--- src/rtl/trt_ram.sv ---
// Generic single-port-write, registered-read RAM.
module trt_ram #(
  parameter int W = 8,
  parameter int D = 2,
  localparam int AW = (D > 1) ? $clog2(D) : 1
) (
  input  logic          clk,
  input  logic          we,
  input  logic [AW-1:0] waddr,
  input  logic [W-1:0]  wdata,
  input  logic [AW-1:0] raddr,
  output logic [W-1:0]  rdata
);
  logic [W-1:0] mem [D];
  logic [W-1:0] rdata_r;

  always_ff @(posedge clk) begin
    if (we) mem[waddr] <= wdata;
    rdata_r <= mem[raddr];
  end

  assign rdata = rdata_r;
endmodule

--- config.mk ---
export PLATFORM = sky130hd
export DESIGN_NAME = trt_ram
export DESIGN_NICKNAME = d
export VERILOG_FILES = /design/src/rtl/trt_ram.sv
export SDC_FILE = /design/constraint.sdc
export NUM_CORES = 1
export LEC_CHECK = 0
export BUFFER_PORTS_ARGS = -buffer_cell sky130_fd_sc_hd__buf_2
export CAP_MARGIN = 20
export CORE_MARGIN = 2
export CORE_UTILIZATION = 47
export CTS_BUF_LIST = sky130_fd_sc_hd__clkbuf_4
export CTS_CLUSTER_DIAMETER = 120
export DETAILED_ROUTE_END_ITERATION = 6
export PLACE_DENSITY = 0.73
export SYNTH_ARGS = -nofsm -noshare
export SYNTH_HDL_FRONTEND = slang
export SYNTH_SLANG_ARGS = --single-unit
--- constraint.sdc ---
create_clock -name clk -period 0.8 [get_ports clk]
set_input_delay 0.08 -clock clk [delete_from_list [all_inputs] [get_ports clk]]
set_output_delay 0.08 -clock clk [all_outputs]
set_load 0.005 [all_outputs]
==> impl_metrics.ini <==
[clocking]
clock_latency_ns = 0.30
cts-resized-gates = 0
clk_transition_reported_paths_ns = 0.11
cts_tree = done
post_cts_buffers = 0
ctsRootBufferMaster = sky130_fd_sc_hd__clkbuf_4
clock_path_buffers = 2
tritoncts_num_sinks = 24
ctsHtreeMaxLevel = 1
number_of_clock_buffers_inserted_by_tritoncts = 3

[floorplan]
fp.dieW_um = 44.9
floorplan.initialDensity_pct = 50.9
height_of_the_chip_um = 44.9
placement_rows = 14
core_area_mm2 = 0.00154
fp.dieArea_mm2 = 0.00201
ioPinCount = 20

[yosys]
synth_top_flop_cell = sky130_fd_sc_hd__edfxtp_1
number_of_nets_in_the_synthesized_netlist = 47
synth.distinct_cells = 6
synth_seq_area_share_pct = 81.7
yosys_warnings = 0
synthTopCellsByCount = sky130_fd_sc_hd__edfxtp_1 (16), sky130_fd_sc_hd__dfxtp_1 (8), sky130_fd_sc_hd__mux2_4 (8)
synth.ff_latch_count = 24
synth_area_per_cell_um2 = 22.4
synth_top_area_cell = sky130_fd_sc_hd__edfxtp_1
ys_top_cells_by_area = sky130_fd_sc_hd__edfxtp_1 (61%), sky130_fd_sc_hd__dfxtp_1 (20%), sky130_fd_sc_hd__mux2_4 (15%)
synth-edff-count = 16
async_reset_ff_share_pct = 0
yosysMostFrequentCell = sky130_fd_sc_hd__edfxtp_1
syn_inst = 35
synthesis.area_um2 = 785
synth.top_cell.area_share_pct = 61.2

[pwr]
swShare_pct = 18.6
p_int_uw = 1730
leakage_uw = 0.000423
max-vdd-ir-drop_v = 0.00132
power.clock.fraction_pct = 22.9
switching_power_uw = 395
power_frac_seq_pct = 67.7
cellPowerDensity_mw_per_mm2 = 2100
report.power.total_uw = 2130
power.combinational.fraction_pct = 9.4

[global_routing]
grt_start_max_net_pins = 14
vias_in_the_first_global_route = 361
grt_antenna_before_repair = 0
overflow = 0
met3_usage_pct = 2.40
track_usage_pct = 10.9
grt_first_pass_wirelength_mm = 1.46
grt-busiest-layer = met2
groute.layer.met2.usage_pct = 17.4
use_met1_pct = 13.3

[hold_path]
min-delay-path-class = in -> reg

[final_layout]
layout.cells.non_filler = 83
final_cell_area_mm2 = 0.00101
final_util_pct = 65.7
antenna-diode-count = 0
drive_gt1_share_pct = 49.3
fin_nets = 80
area_growth_from_synthesis_to_layout_pct = 29.0

[critical_path]
endpoint = rdata[7]
cp_max_fo = 1
worstPathBufferInverterCount = 1
timing.critical_path.from = rdata[7]
worstSetupPathDepth = 1
worst_setup_path_end_kind = primary output
regToRegEndpoint = rdata[6]
startpoint_type = flip-flop
worst-endpoint-arrival_ns = 0.73
critPathSlowestCell = sky130_fd_sc_hd__dfxtp_1
crit_path_cell_trace = buf_2
rr_startpoint = mem[0][6]
worst_r2r_path_depth = 1
cp_data_required_time_ns = 0.72
worst-setup-path-type = reg -> out
critical_path.max_stage_delay_ns = 0.32
path_delay_family = flip-flops
setup.reg_to_reg.worst_slack_ns = 0.04

[routing]
ant_nets = 0
num_vias = 386
drt_drc_violations_left = 0
detail_route.wl_per_cell_um = 11.3
routed_wl_um = 940
drtIter0Drc = 2
via_per_inst = 4.65
drt_first_pass_iters = 2

[timing]
final.setup_skew_ns = 0.00224
final_critical_path_setup_slack_ns = -0.00754
fmax_mhz = 1240
worst_pin_slew_ns = 0.355
grt_setup_unrepaired = yes
final_hold_viol_count = 0
timing.max_slew.rel_slack_pct = 76.3
layout_min_cycle_time_ns = 0.808
period_share_pct = 101
final_max_slew_viol_count = 0
final-setup-viol-count = 4

[placed_design]
dp_slack_ns = -0.0748
placed_cell_area_um2 = 906
port-buffer-count = 19
gp_routability_congestion = 0.668
dp.cells = 71

[outcome]
violated_checks = negative setup slack
outcome = complete, but fails checks

[run]
max-cap-violations = 0
## kinds of logic (layout without fill, tap and decap cells)
kind of cell	Yosys count	count (layout)	share of synthesized area, %
mux	8	8	15.3
buf+inv	1	33	1.44
simple gates	2	2	1.60
flops	24	24	81.7
## layer usage
metal	vias to the layer above	wire length, um
met3	0	70
li1	192	-
met2	14	479
met4	0	0
met5	-	0
met1	180	390
## layout make-up
type / count / area, um2
clock inverters: 1 / 3.75
fillers: 106 / 529
multi-input cells: 10 / 135
clock buffers: 3 / 22.5
flip-flops and latches: 24 / 641
well taps: 16 / 20.0
repair buffers: 29 / 190
## power by group through the flow
stage               Combinational (uW)  Clock, uW  Sequential (uW)
detailed placement                 172          0             1470
global route                       217        550             1450
finish                             200        488             1440
global placement                   168          0             1470
CTS                                201        512             1440
floorplan                         86.2          0             1470
## registers in the layout, indices dropped and copies added (netlist names)
name	flops
mem	16
rdata	8
## metrics by stage
step / hold WS, ns / setup TNS (ns)
after CTS: 0.206 / -0.110
final: 0.210 / -0.0160
after global routing: 0.205 / -0.294
after floorplan: 0.179 / 0
after detailed placement: 0.272 / -0.598
after global placement: 0.270 / -0.295
## worst min path at each step
stage / from / to / slack, ns / cells after the start
6_report: raddr / rdata[0] / 0.21 / 2
5_1_grt: raddr / rdata[3] / 0.20 / 2
4_1_cts: waddr / mem[0][1] / 0.21 / 3
3_5_place_dp: wdata[2] / mem[1][2] / 0.27 / 1
3_3_place_gp: wdata[1] / mem[0][1] / 0.27 / 1
2_1_floorplan: wdata[0] / mem[0][0] / 0.18 / 0
## cells in the final DEF (no fill, tap or decap)
master	count
sky130_fd_sc_hd__edfxtp_1	16
sky130_fd_sc_hd__buf_4	2
sky130_fd_sc_hd__and2_1	1
sky130_fd_sc_hd__mux2_4	8
sky130_fd_sc_hd__dlygate4sd3_1	8
sky130_fd_sc_hd__nor2b_2	1
sky130_fd_sc_hd__buf_2	19
sky130_fd_sc_hd__clkbuf_4	3
sky130_fd_sc_hd__clkinv_1	1
sky130_fd_sc_hd__dfxtp_1	8
## what timing repair did
action	CTS	global route
setup endpoints to repair	8	8
hold endpoints to repair	16	0
gates cloned	0	0
hold buffers	8	0
pin swaps	0	0
Power figures use the tool's default switching activity.
