### src/rtl/trt_pkg.sv
// Shared constants, types and floating-point compare for the route tracker.
package trt_pkg;

  localparam int ROUTE_ENTRIES  = 16;
  localparam int SPECIES_COUNT  = 1024;
  localparam int REACTANT_SLOTS = 3;
  localparam int PRODUCT_SLOTS  = 4;

  localparam int RT_AW = (ROUTE_ENTRIES > 1) ? $clog2(ROUTE_ENTRIES) : 1;
  localparam int RT_CW = $clog2(ROUTE_ENTRIES + 1);
  localparam int SP_AW = $clog2(SPECIES_COUNT);
  localparam int ROW_W = 80;

  localparam logic [7:0] KIND_FIRST_ONLY = 8'd0;
  localparam logic [7:0] KIND_RATE_ONLY  = 8'd23;

  typedef enum logic [1:0] {
    REQ_WRITE    = 2'd0,
    REQ_REACTION = 2'd1,
    REQ_CLEAR    = 2'd2,
    REQ_READOUT  = 2'd3
  } req_t;

  typedef logic [63:0] dbl_t;

  typedef struct packed {
    logic start;
    dbl_t a;
    dbl_t b;
  } fmul_req_t;

  typedef struct packed {
    logic done;
    dbl_t res;
  } fmul_rsp_t;

  function automatic logic fp_is_nan(dbl_t x);
    return (x[62:52] == 11'h7ff) && (x[51:0] != 52'd0);
  endfunction

  // IEEE a < b; false when either is NaN
  function automatic logic fp_lt(dbl_t a, dbl_t b);
    logic both_zero;
    both_zero = (a[62:0] == 63'd0) && (b[62:0] == 63'd0);
    if (fp_is_nan(a) || fp_is_nan(b) || both_zero) return 1'b0;
    if (a[63] != b[63]) return a[63];
    if (!a[63]) return a[62:0] < b[62:0];
    return a[62:0] > b[62:0];
  endfunction

endpackage

### src/rtl/trt_fmul.sv
// Multi-cycle IEEE double multiplier, round to nearest even.
module trt_fmul (
  input  logic                clk,
  input  logic                rst_n,
  input  trt_pkg::fmul_req_t  req,
  output trt_pkg::fmul_rsp_t  rsp
);
  import trt_pkg::*;

  typedef enum logic [4:0] {
    FM_IDLE  = 5'b00001,
    FM_PROD  = 5'b00010,
    FM_LZC   = 5'b00100,
    FM_ALIGN = 5'b01000,
    FM_ROUND = 5'b10000
  } fm_state_t;

  function automatic logic [6:0] lzc106(logic [105:0] v);
    logic [6:0] n;
    n = 7'd106;
    for (int i = 0; i < 106; i++) if (v[i]) n = 7'(105 - i);
    return n;
  endfunction

  fm_state_t          st_r, st_nxt;
  logic [1:0]         cnt_r, cnt_nxt;
  logic [52:0]        ma_r, ma_nxt, mb_r, mb_nxt;
  logic               sgn_r, sgn_nxt;
  logic [11:0]        esum_r, esum_nxt;
  logic [105:0]       acc_r, acc_nxt;
  logic [6:0]         lz_r, lz_nxt;
  logic [105:0]       pn_r, pn_nxt;
  logic signed [13:0] e_r, e_nxt;
  dbl_t               res_r, res_nxt;
  logic               done_r, done_nxt;

  logic [10:0]  ea, eb;
  logic         a_nan, b_nan, a_inf, b_inf, a_zero, b_zero, sgn;
  logic [26:0]  a_part, b_part;
  logic [53:0]  pp;
  logic [6:0]   pp_sh, shv;
  logic [105:0] q;
  logic         sticky_lo, g, stk, rnd;
  logic [52:0]  mant;
  logic [10:0]  ef;
  logic [62:0]  sum;

  always_comb begin
    st_nxt   = st_r;
    cnt_nxt  = cnt_r;
    ma_nxt   = ma_r;
    mb_nxt   = mb_r;
    sgn_nxt  = sgn_r;
    esum_nxt = esum_r;
    acc_nxt  = acc_r;
    lz_nxt   = lz_r;
    pn_nxt   = pn_r;
    e_nxt    = e_r;
    res_nxt  = res_r;
    done_nxt = 1'b0;

    ea     = req.a[62:52];
    eb     = req.b[62:52];
    a_nan  = fp_is_nan(req.a);
    b_nan  = fp_is_nan(req.b);
    a_inf  = (ea == 11'h7ff) && (req.a[51:0] == 52'd0);
    b_inf  = (eb == 11'h7ff) && (req.b[51:0] == 52'd0);
    a_zero = req.a[62:0] == 63'd0;
    b_zero = req.b[62:0] == 63'd0;
    sgn    = req.a[63] ^ req.b[63];

    a_part = cnt_r[1] ? ma_r[52:26] : {1'b0, ma_r[25:0]};
    b_part = cnt_r[0] ? mb_r[52:26] : {1'b0, mb_r[25:0]};
    pp     = a_part * b_part;
    pp_sh  = (cnt_r[1] ? 7'd26 : 7'd0) + (cnt_r[0] ? 7'd26 : 7'd0);

    // subnormal right shift and rounding
    shv       = (e_r < -14'sd104) ? 7'd106 : 7'(14'sd1 - e_r);
    q         = pn_r;
    sticky_lo = 1'b0;
    ef        = e_r[10:0];
    if (e_r < 14'sd1) begin
      q         = pn_r >> shv;
      sticky_lo = |(pn_r & ~({106{1'b1}} << shv));
      ef        = 11'd0;
    end
    mant = q[105:53];
    g    = q[52];
    stk  = (|q[51:0]) | sticky_lo;
    rnd  = g & (mant[0] | stk);
    sum  = {ef, mant[51:0]} + 63'(rnd);

    case (st_r)
      FM_IDLE: begin
        if (req.start) begin
          if (a_nan) begin
            res_nxt  = req.a | 64'h0008_0000_0000_0000;
            done_nxt = 1'b1;
          end else if (b_nan) begin
            res_nxt  = req.b | 64'h0008_0000_0000_0000;
            done_nxt = 1'b1;
          end else if ((a_inf && b_zero) || (a_zero && b_inf)) begin
            res_nxt  = 64'hfff8_0000_0000_0000;
            done_nxt = 1'b1;
          end else if (a_inf || b_inf) begin
            res_nxt  = {sgn, 11'h7ff, 52'd0};
            done_nxt = 1'b1;
          end else if (a_zero || b_zero) begin
            res_nxt  = {sgn, 63'd0};
            done_nxt = 1'b1;
          end else begin
            sgn_nxt  = sgn;
            ma_nxt   = {ea != 11'd0, req.a[51:0]};
            mb_nxt   = {eb != 11'd0, req.b[51:0]};
            esum_nxt = 12'((ea == 11'd0) ? 11'd1 : ea) + 12'((eb == 11'd0) ? 11'd1 : eb);
            acc_nxt  = 106'd0;
            cnt_nxt  = 2'd0;
            st_nxt   = FM_PROD;
          end
        end
      end
      FM_PROD: begin
        acc_nxt = acc_r + (106'(pp) << pp_sh);
        cnt_nxt = cnt_r + 2'd1;
        if (cnt_r == 2'd3) st_nxt = FM_LZC;
      end
      FM_LZC: begin
        lz_nxt = lzc106(acc_r);
        st_nxt = FM_ALIGN;
      end
      FM_ALIGN: begin
        pn_nxt = acc_r << lz_r;
        e_nxt  = 14'(esum_r) - 14'd1022 - 14'(lz_r);
        st_nxt = FM_ROUND;
      end
      FM_ROUND: begin
        if (e_r > 14'sd2046) res_nxt = {sgn_r, 11'h7ff, 52'd0};
        else res_nxt = {sgn_r, sum};
        done_nxt = 1'b1;
        st_nxt   = FM_IDLE;
      end
      default: st_nxt = FM_IDLE;
    endcase
  end

  always_ff @(posedge clk) begin
    if (!rst_n) begin
      st_r   <= FM_IDLE;
      done_r <= 1'b0;
    end else begin
      st_r   <= st_nxt;
      done_r <= done_nxt;
    end
    cnt_r  <= cnt_nxt;
    ma_r   <= ma_nxt;
    mb_r   <= mb_nxt;
    sgn_r  <= sgn_nxt;
    esum_r <= esum_nxt;
    acc_r  <= acc_nxt;
    lz_r   <= lz_nxt;
    pn_r   <= pn_nxt;
    e_r    <= e_nxt;
    res_r  <= res_nxt;
  end

  assign rsp.done = done_r;
  assign rsp.res  = res_r;
endmodule

### config.mk
export PLATFORM = sky130hd
export DESIGN_NAME = trt_fmul
export DESIGN_NICKNAME = d
export VERILOG_FILES = /design/src/rtl/trt_pkg.sv /design/src/rtl/trt_fmul.sv
export SDC_FILE = /design/constraint.sdc
export NUM_CORES = 2
export LEC_CHECK = 0
export ABC_CLOCK_PERIOD_IN_PS = 16000
export CAP_MARGIN = 20
export CORE_UTILIZATION = 31
export DETAILED_ROUTE_END_ITERATION = 8
export DONT_BUFFER_PORTS = 1
export PLACE_DENSITY = 0.42
export SYNTH_ARGS = -nofsm -noshare
export SYNTH_HDL_FRONTEND = slang
export SYNTH_SLANG_ARGS = --single-unit
### constraint.sdc
create_clock -name clk -period 16 [get_ports clk]
set_clock_uncertainty 0.15 [all_clocks]
set_input_delay 1.6 -clock clk [delete_from_list [all_inputs] [get_ports clk]]
set_output_delay 1.6 -clock clk [all_outputs]
set_load 0.005 [all_outputs]
==> metrics.csv <==
metric,value,unit
grt_max_degree,93,
dp_hpwl,259.7,mm
worst-path-buf-inv,4,
synth_edf_count,418,
drc,0,
r2r_end,acc_r[102],
start_util,31.26,%
insertion_delay,690,ps
grt_pass1_wl,469.4,mm
ys_top_cells_by_area,"fa_1, edfxtp_1, nand2_1",
cts_buffer_depth,3,
finalCritPeriodShare,90.72,%
hp-start,st_r[2],
grt_overflow_total,0,
antenna_left,0,
min_path_cells,1,
slew_headroom,18.96,%
antenna_found_initial,26,
dr.first_iter.drc_count,6976,
cts_root_buffer,clkbuf_16,
drt-wirelength-per-cell,31.03,um
fin_tns_setup,0,ps
cts_made_buffers,52,
rsz0062_at_grt,false,
fin_crit,14510,ps
grtUsageTotal,29.76,%
cts-htree-levels,2,
crit_path_end_kind,flip-flop,
postCtsHoldBufs,0,
cts_setup_buffers,0,
cp_max_fo,30,
avgSynthCellArea,8.279,um^2
grt_pass1_vias,60666,
yosysUniqueCellTypes,115,
synth_cells,8111,
routed_wirelength,331.6,mm
vias,63610,
ff2ff_path_depth,40,
dr.pass1.iters,7,
ys.warnings.count,0,
synth_top_area_cell,fa_1,
rrSetupSlack,1490,ps
min_to,st_r[3],
timing.hold.ws,384.9,ps
setup_viol,0,
die_w,467.4,um
synth-seq-cells,424,
die_h,467.4,um
hold_class,reg -> reg,
ys.flop_type,edfxtp_1,
worstPathRequired,16250,ps
core_region_area,214800,um^2
ys_seq_area_share,18.87,%
maxCapViolCount,0,
via_per_inst,5.953,
port_buffers,0,
arrival,14770,ps
yosysTopAreaCellShare,18.69,%
post_cts_resized,0,
synth_fp_nets,9192,
path_delay_family,compound AO/OA/AOI/OAI gates,
fin_nets,8870,
worstMarginPinSlew,1216,ps
crit_path_start_kind,flip-flop,
path_clk_slew,60,ps
syn_area,67150,um^2
finalWeightedCongestion,1.010,
io_pins,196,
slowest_stage,o311ai_0,
fill_cells,22793,
multi_input_comb_area,49640,um^2
register_area,12670,um^2
async_flop_share,0,%
cts_sinks,424,
reg2reg_from,cnt_r[1],
area_delta_synth_final,6.794,%
crit_top_cell,fa_1,
dieArea,218500,um^2
max_stage_delay,920,ps
status,finished clean,
final_layout_size_suffix_gt1_share,6.629,%
cts_tree,yes,
drv_slew,0,
hold_violations,0,
crit_type,reg -> reg,
row_count,170,
fmax,68.89,MHz
how the worst max path moves through the flow:
stage | startpoint | endpoint | slack, ps | cells after the start
floorplan | cnt_r[1] | acc_r[100] | 3700 | 42
global placement | cnt_r[1] | acc_r[102] | 1660 | 41
detailed placement | cnt_r[1] | acc_r[102] | 1730 | 40
CTS | cnt_r[1] | acc_r[102] | 1680 | 40
global route | cnt_r[1] | acc_r[102] | 630 | 41
finish | cnt_r[1] | acc_r[102] | 1490 | 40
cell families (layout without fill, tap and decap cells):
logic type      count (synthesis)  count (layout)  synth area share (%)
flops                         424             424                 18.87
xor+xnor                      206             206                 2.698
buf+inv                      1300            1018                 7.496
mux                           411             411                 7.953
other cells                     0              19                     0
simple gates                 2905            2905                 19.55
compound gates               1915            1915                 18.72
fa+ha+maj                     950             950                 24.71
registers in the layout, summed over array words and instances (netlist names):
name    flops
esum_r     12
e_r        14
cnt_r       2
mb_r       53
st_r        5
pn_r      106
ma_r       53
done_r      1
lz_r        7
res_r      64
acc_r     106
sgn_r       1
per-stage QoR:
step	setup slack, ps	cell area, um^2	util (%)	instances
after global placement	1655	69860	32.52	10568
after global routing	629.7	71700	33.37	10680
after floorplan	3701	67150	-	8111
after detailed placement	1731	69910	32.54	10571
final	1485	71710	33.38	10686
after CTS	1684	71640	33.35	10665
area by class of cell:
type	instances	share of cell area [%]
Multi-Input combinational cell	6387	69.22
Sequential cell	424	17.67
Tap cell	2838	4.952
Inverter	779	4.083
Clock buffer	60	1.856
Timing Repair Buffer	145	1.595
Clock inverter	34	0.5566
Antenna cell	19	0.06630
layer usage:
layer / vias up / routed length (um) / GRT usage [%]
met5: - / 158 / 0
met4: 18 / 12410 / 9.908
met3: 467 / 28100 / 5.780
met2: 2989 / 143200 / 44.73
met1: 32409 / 147700 / 42.37
li1: 27727 / - / -
synthesized netlist by cell type (46+ instances only):
master,instances
mux2_2,89
o22ai_1,115
xnor2_1,112
nor4_1,97
nand2_1,1261
clkbuf_1,359
a22oi_1,74
mux2i_1,232
and2_1,107
and3_1,53
o21bai_1,46
o21ai_0,433
o21a_1,58
nor2_1,752
edfxtp_1,418
xor2_1,93
nand2b_1,58
a31oi_1,69
fa_1,627
nor2b_1,86
a211oi_1,89
o211ai_1,64
nand4_1,63
inv_1,774
ha_1,323
nand3_1,156
mux4_2,89
a21o_1,143
buf_1,102
a21oi_1,425
nor3_1,128
cell usage in the layout, fill, tap and decap left out, types with 20 or more instances in the layout:
master,count
nor4_1,96
edfxtp_1,418
o21bai_1,46
ha_1,320
o21ai_0,432
nand2_1,1260
inv_1,773
mux4_2,89
o211ai_1,64
nor3_1,128
a22oi_1,74
clkbuf_16,52
and2_1,107
and3_1,52
a211oi_1,89
buf_4,138
o22ai_1,115
a211o_1,21
a22o_1,27
a21o_1,143
a31oi_1,68
o32ai_1,20
a21oi_1,424
nand3_1,156
mux2_2,89
o31ai_1,33
or3_1,31
o2bb2ai_1,26
xnor2_1,112
a2111oi_0,24
o21a_1,58
nand2b_1,57
xor2_1,93
fa_1,627
nor2_1,751
nand4_1,63
nor2b_1,85
mux2i_1,226
worst register-to-register path: cells and delay by family (launching register included):
kind / cells / cell delay [ps]
compound gates: 17 / 6250
fa+ha+maj: 9 / 4400
mux: 3 / 1220
simple gates: 5 / 890
buf+inv: 4 / 550
xor+xnor: 2 / 450
flops: 1 / 350
Power is left out: the tool's default activity adds up to more than one toggle a clock period on the data nets, which glitch-free logic cannot reach.
